**config.mk**
```make
export PLATFORM = sky130hd
export DESIGN_NAME = ggv_ctrl
export DESIGN_NICKNAME = d
export VERILOG_FILES = /design/src/rtl/ggv_pkg.sv /design/src/rtl/ggv_ctrl.sv
export VERILOG_INCLUDE_DIRS = /design/src /design/src/rtl
export SDC_FILE = /design/constraint.sdc
export NUM_CORES = 1
export LEC_CHECK = 0
export ABC_AREA = 1
export BUFFER_PORTS_ARGS = -buffer_cell sky130_fd_sc_hd__clkbuf_2
export CAP_MARGIN = 20
export CORE_UTILIZATION = 35
export DETAILED_ROUTE_END_ITERATION = 16
export RECOVER_POWER = 25
export SKIP_LAST_GASP = 1
export SYNTH_ARGS = -nofsm -noshare
export SYNTH_HDL_FRONTEND = slang
export SYNTH_SLANG_ARGS = --single-unit
```
**constraint.sdc**
```tcl
create_clock -name clk -period 2.65 [get_ports clk]
set_input_delay 0.265 -clock clk [delete_from_list [all_inputs] [get_ports clk]]
set_output_delay 0.265 -clock clk [all_outputs]
set_load 0.01 [all_outputs]
```
**src/rtl/assert_macros.svh**
```systemverilog
// ----------------------------------------------------------------------------
// Assertion macros
// Shared concurrent assertion wrappers for the grain voice RTL.
// ----------------------------------------------------------------------------
`ifndef ASSERT_MACROS_SVH
`define ASSERT_MACROS_SVH

`ifndef ASSERT_OFF

// Check on every rising edge of clk, hold off while rst_n is low.
`define ASSERT_RST(label, prop) \
    label: assert property (@(posedge clk) disable iff (!rst_n) (prop)) \
        else $error("%m: assertion failed");

// Check on every rising edge of clk, reset included.
`define ASSERT_ALWAYS(label, prop) \
    label: assert property (@(posedge clk) (prop)) \
        else $error("%m: assertion failed");

`else

`define ASSERT_RST(label, prop)
`define ASSERT_ALWAYS(label, prop)

`endif

`endif

```
**src/rtl/ggv_pkg.sv**
```systemverilog
// ----------------------------------------------------------------------------
// ggv_pkg
// Types, codes and constants shared by the grain voice modules.
// ----------------------------------------------------------------------------
package ggv_pkg;

    // default store sizes and output saturation width
    localparam int SOURCE_DEPTH_DEF   = 65536;
    localparam int ENVELOPE_DEPTH_DEF = 8192;
    localparam int SAMPLE_BITS        = 16;

    // fixed field widths
    localparam int OUT_W   = 16;
    localparam int KIND_W  = 2;
    localparam int ADDR_W  = 16;
    localparam int CIDX_W  = 3;
    localparam int CDATA_W = 24;

    // item kinds
    localparam logic [KIND_W-1:0] KIND_LOAD_SRC = 2'd0;
    localparam logic [KIND_W-1:0] KIND_LOAD_ENV = 2'd1;
    localparam logic [KIND_W-1:0] KIND_TICK     = 2'd2;
    localparam logic [KIND_W-1:0] KIND_RESTART  = 2'd3;

    // configuration register indexes
    localparam logic [CIDX_W-1:0] CFG_START    = 3'd0;
    localparam logic [CIDX_W-1:0] CFG_GRAIN    = 3'd1;
    localparam logic [CIDX_W-1:0] CFG_SRC_LEN  = 3'd2;
    localparam logic [CIDX_W-1:0] CFG_RATE     = 3'd3;
    localparam logic [CIDX_W-1:0] CFG_VOLUME   = 3'd4;
    localparam logic [CIDX_W-1:0] CFG_PAN_LEFT = 3'd5;
    localparam logic [CIDX_W-1:0] CFG_PAN_RGHT = 3'd6;

    // configuration reset values
    localparam logic [15:0] START_RST    = 16'd1;
    localparam logic [13:0] GRAIN_RST    = 14'd4410;
    localparam logic [16:0] SRC_LEN_RST  = 17'd65536;
    localparam logic [23:0] RATE_RST     = 24'd65536;
    localparam logic [15:0] VOLUME_RST   = 16'd16384;
    localparam logic [15:0] PAN_RST      = 16'd23170;

    // controller to datapath commands
    typedef struct packed {
        logic       src_load;
        logic       env_load;
        logic       restart;
        logic       mul;
        logic       point;
        logic       index;
        logic       read;
        logic [1:0] sel;
        logic       coef;
        logic       horner;
        logic       pan;
        logic       env_scale;
        logic       vol;
        logic       finish;
    } ggv_cmd_t;

    // datapath to controller status
    typedef struct packed {
        logic active;
        logic out_free;
    } ggv_status_t;

endpackage

```
**src/rtl/ggv_ctrl.sv**
```systemverilog
// ----------------------------------------------------------------------------
// ggv_ctrl
// Sequencer for the grain voice: accepts items and steps the datapath.
// ----------------------------------------------------------------------------
`include "assert_macros.svh"

module ggv_ctrl
    import ggv_pkg::*;
(
    input  logic                 clk,
    input  logic                 rst_n,
    input  logic                 item_valid,
    output logic                 item_stall,
    input  logic [KIND_W-1:0]    kind,
    input  ggv_status_t          status,
    output ggv_cmd_t             cmd
);

    localparam logic [3:0] S_IDLE   = 4'd0;
    localparam logic [3:0] S_MUL    = 4'd1;
    localparam logic [3:0] S_POINT  = 4'd2;
    localparam logic [3:0] S_INDEX  = 4'd3;
    localparam logic [3:0] S_READ   = 4'd4;
    localparam logic [3:0] S_WAIT   = 4'd5;
    localparam logic [3:0] S_COEF   = 4'd6;
    localparam logic [3:0] S_HORNER = 4'd7;
    localparam logic [3:0] S_PAN    = 4'd8;
    localparam logic [3:0] S_ENV    = 4'd9;
    localparam logic [3:0] S_VOL    = 4'd10;
    localparam logic [3:0] S_DONE   = 4'd11;

    logic [3:0] state_reg;
    logic [3:0] state_next;
    logic [1:0] cnt_reg;
    logic [1:0] cnt_next;
    logic [9:0] cmd_flags;

    assign item_stall = (state_reg != S_IDLE);

    always_comb
    begin
        state_next = state_reg;
        cnt_next   = cnt_reg;
        cmd        = '0;
        case (state_reg)
            S_IDLE:
            begin
                if (item_valid)
                begin
                    case (kind)
                        KIND_LOAD_SRC: cmd.src_load = 1'b1;
                        KIND_LOAD_ENV: cmd.env_load = 1'b1;
                        KIND_RESTART:  cmd.restart  = 1'b1;
                        KIND_TICK:     state_next   = S_MUL;
                        default:       state_next   = S_IDLE;
                    endcase
                end
            end
            S_MUL:
            begin
                cmd.mul    = 1'b1;
                state_next = status.active ? S_POINT : S_DONE;
            end
            S_POINT:
            begin
                cmd.point  = 1'b1;
                state_next = S_INDEX;
            end
            S_INDEX:
            begin
                cmd.index  = 1'b1;
                cnt_next   = 2'd0;
                state_next = S_READ;
            end
            S_READ:
            begin
                cmd.read = 1'b1;
                cmd.sel  = cnt_reg;
                cnt_next = cnt_reg + 2'd1;
                if (cnt_reg == 2'd3)
                begin
                    state_next = S_WAIT;
                end
            end
            S_WAIT:
            begin
                state_next = S_COEF;
            end
            S_COEF:
            begin
                cmd.coef   = 1'b1;
                cnt_next   = 2'd0;
                state_next = S_HORNER;
            end
            S_HORNER:
            begin
                cmd.horner = 1'b1;
                cmd.sel    = cnt_reg;
                cnt_next   = cnt_reg + 2'd1;
                if (cnt_reg == 2'd2)
                begin
                    state_next = S_PAN;
                end
            end
            S_PAN:
            begin
                cmd.pan    = 1'b1;
                state_next = S_ENV;
            end
            S_ENV:
            begin
                cmd.env_scale = 1'b1;
                state_next    = S_VOL;
            end
            S_VOL:
            begin
                cmd.vol    = 1'b1;
                state_next = S_DONE;
            end
            S_DONE:
            begin
                if (status.out_free)
                begin
                    cmd.finish = 1'b1;
                    state_next = S_IDLE;
                end
            end
            default:
            begin
                state_next = S_IDLE;
            end
        endcase
    end

    always_ff @(posedge clk or negedge rst_n)
    begin
        if (!rst_n)
        begin
            state_reg <= S_IDLE;
            cnt_reg   <= 2'd0;
        end
        else
        begin
            state_reg <= state_next;
            cnt_reg   <= cnt_next;
        end
    end

    assign cmd_flags = {cmd.mul, cmd.point, cmd.index, cmd.read, cmd.coef,
                        cmd.horner, cmd.pan, cmd.env_scale, cmd.vol, cmd.finish};

    `ASSERT_ALWAYS(a_one_step_at_a_time, $onehot0(cmd_flags))
    `ASSERT_RST(a_finish_has_room, cmd.finish |-> status.out_free)
    `ASSERT_RST(a_tick_starts_work,
        (item_valid && !item_stall && kind == KIND_TICK) |=> (state_reg == S_MUL))

endmodule

```
==> implementation parameters <==
Parameter                              Value

Power and ir drop
  Sequential cell fraction of total power    26.5%
  P_int    0.334 mW
  Power Total    0.689 mW
  IR drop worst, VDD    roughly 620 uV
  P_leak    approximately 0.38 nW
  Power per standard cell area    1040 nW/um^2
  Switching portion of total power    about half
  Power share of the combinational group    between 60% and 70%
  Sw Pwr    0.355 mW
  Clock share of power    a little under an eighth

Floorplanning
  Boundary pin count    23
  Placeable Area    1320 sq um
  Die Footprint    1590 sq um
  Starting density of the core    between 30% and 40%
  Y dimension of the die    39.8 microns
  Chip Width    39.8 microns
  Standard-cell rows    13

Cells and area
  Area of all placed cells without fillers    661 sq um
  Commonest non-fill, non-tap cell in the layout    sky130_fd_sc_hd__clkbuf_2
  Number of fill cells    140
  Utilization after layout    50.1%
  FF+latch area    between 150 and 200 sq um
  Flip-flop count of the largest register after layout    4
  Layout cells sized above 1    33.3%
  Number of antenna diodes    0
  Synthesis-to-layout area growth    32.0%
  Highest-count cells in the layout ignoring fill and taps    sky130_fd_sc_hd__clkbuf_2 (21), sky130_fd_sc_hd__nor2_1 (16), sky130_fd_sc_hd__nand2_1 (15)
  Multi-input combinational cell area    290 sq um
  Nets    approximately 120

Logic synthesis
  Synthesized area    500 sq um
  Avg Inst Size Synth    6.34 sq um
  Mapped Cells    between 70 and 80
  Portion of the post-synthesis area used by sequential elements    30.0%
  Syn nets    88
  Count of cell types in the netlist    18
  FF+latch count, synth    6
  Yosys warns    0

Global routing
  Met3 track demand over resource    5.11%
  Maximum number of pins on one net before global-route repair    7
  Total global routing overflow    0
  Vias in the first global route    ~440
  Number of antenna violations at the first check in global routing    0
  Wire length of the first global-routing pass    around 1800 microns
  Global-route track usage on met1    18.8%
  GRT Max-Usage Layer    met2
  Overall fraction of global-route tracks in use    roughly 17%
  Met2 capacity usage during global routing    about a third

Drt
  Drt first-iter violations    9
  Initial DRT Pass Iterations    4
  Count of antenna-violating nets left after detailed routing    0
  Post-route DRC violation count    0
  Routed via count divided by cell count    4.58
  Total Routed Length    approximately 1100 microns
  Vias    549
  Drt wl/cell    9.43 microns

Clock tree
  Insertion delay of the later-clocked pin in the worst-skew pair    0.24 ns
  CTS buffer count    3
  Root Buffer    sky130_fd_sc_hd__clkbuf_4
  TritonCTS clock tree    built
  Number of clock sinks    6
  Number of post-CTS setup repair buffers    0
  H-tree depth reported by CTS    1
  Clk pin slew, worst setup/hold paths    0.04 ns
  Quantity of gates resized following cts    0
  Max Root-Sink Buffers    2

Critical path
  CP Capture Type    output port
  Worst EP arrival    ~1.4 ns
  Number of buffer and inverter instances along the worst setup path    1
  Max stage delay cell, worst path    sky130_fd_sc_hd__dfrtp_1
  Kind of critical path    flop to output port
  Category of cells accounting for the largest share of critical-path delay    simple AND/OR/NAND/NOR gates
  CP cell instances    nor2_1 > nand2_1 > nor3_1 > clkbuf_2
  Stage delay of the slowest cell on the critical path    0.40 ns
  Largest fanout of any net on the critical path    5
  Setup crit start kind    flop
  CP required    2.38 ns

STA
  RSZ-0062 raised after global routing    false
  Maximum operating frequency    586 MHz
  Transition time at the pin with the least slew margin    0.347 ns
  Accumulated negative setup slack    0 ns
  Post-Route Skew    0.00516 ns
  Final clock period utilization by the worst path    64.4%
  Time the worst path needs with I/O delays and setup    approximately 1.7 ns
  Final Max Tran Viols    0
  Max-Slew Margin vs Limit    76.8%
  Final Setup Violations    0
  Final Hold Fails    0

Hold path
  Min-delay worst type    primary input to flop

Placed design
  Routability-driven placement congestion ratio    0.842
  Detailed-placement wirelength estimate    about 1000 microns
  Post-DP Area    629 sq um
  IO buf count    22

Run status
  Run status    finished, final reports clean

Flow run
  Total of max-cap violations    0
[kinds of logic after synthesis]
family	share of synthesized area (%)
and+or+nand+nor	45.0
buffers and inverters	12.0
AOI/OAI and AO/OA	8.00
DFF	30.0
adders and majority gates	5.00
[synth_stat cells (all sizes together)]
library cell / number / area share, %
o21bai: 1 / 1.5
nand3b: 2 / 3.0
nor2: 20 / 18
dfrtp: 6 / 30
o31ai: 1 / 1.5
a21oi: 1 / 1.0
o21ai: 4 / 4.0
nor3: 3 / 3.0
inv: 16 / 12
nand3: 5 / 6.0
ha: 2 / 5.0
nand2: 18 / 15
[per-layer routing]
metal,vias up,routed length (microns)
li1,296,-
met1,242,512
met2,11,584
met3,0,35
met4,0,0
met5,-,0
[metrics by stage]
step,instances,setup WS [ns],hold slack [ns]
after CTS,120,0.942,0.348
after global placement,116,1.30,0.0958
after detailed placement,116,1.21,0.0968
after floorplan,79,1.31,-0.0306
after global routing,120,0.804,0.374
final,120,0.942,0.348
[path summary, 6_finish.rpt]
path	slack, ns	cells after the start	startpoint	endpoint
max	0.94	4	state_reg[0]$_DFFE_PN0P_	cmd[13]
min	0.35	4	status[0]	state_reg[3]$_DFFE_PN0P_
max reg2reg	1.41	6	state_reg[0]$_DFFE_PN0P_	state_reg[3]$_DFFE_PN0P_
min reg2reg	0.54	1	cnt_reg[0]$_DFFE_PN0P_	cnt_reg[0]$_DFFE_PN0P_
max in group asynchronous	1.99	2	rst_n	cnt_reg[0]$_DFFE_PN0P_
min in group asynchronous	0.42	2	rst_n	state_reg[0]$_DFFE_PN0P_
[cell type report]
type	count	area share, %
multi-input combinational	57	43.9
sequential	6	22.7
timing repair buffer	23	18.0
inverter	16	9.09
clock buffer	3	3.41
tap	15	2.84
[timing repair]
| item | in CTS | in global routing |
|---|---|---|
| endpoints found under the hold margin | 6 | 0 |
| endpoints found under the setup margin | 0 | 0 |
| hold buffers | 1 | 0 |
[power by group through the flow]
stage          Combinational (mW)  Sequential [mW]  Clock [mW]
6_report                    0.427            0.183      0.0791
2_1_floorplan               0.314            0.175           0
5_1_grt                     0.491            0.191      0.0894
4_1_cts                     0.432            0.183      0.0840
3_3_place_gp                0.430            0.182           0
3_5_place_dp                0.428            0.184           0
[worst register-to-register path, stage by stage, from the launching register on]
cell,delay (ns)
sky130_fd_sc_hd__dfrtp_1,0.40
sky130_fd_sc_hd__nor2_1,0.31
sky130_fd_sc_hd__nand3_1,0.12
sky130_fd_sc_hd__nand2_1,0.12
sky130_fd_sc_hd__nor2_2,0.06
sky130_fd_sc_hd__nand2_1,0.05
sky130_fd_sc_hd__nand2_1,0.05
Note: power is estimated with default switching activity, not from simulation.
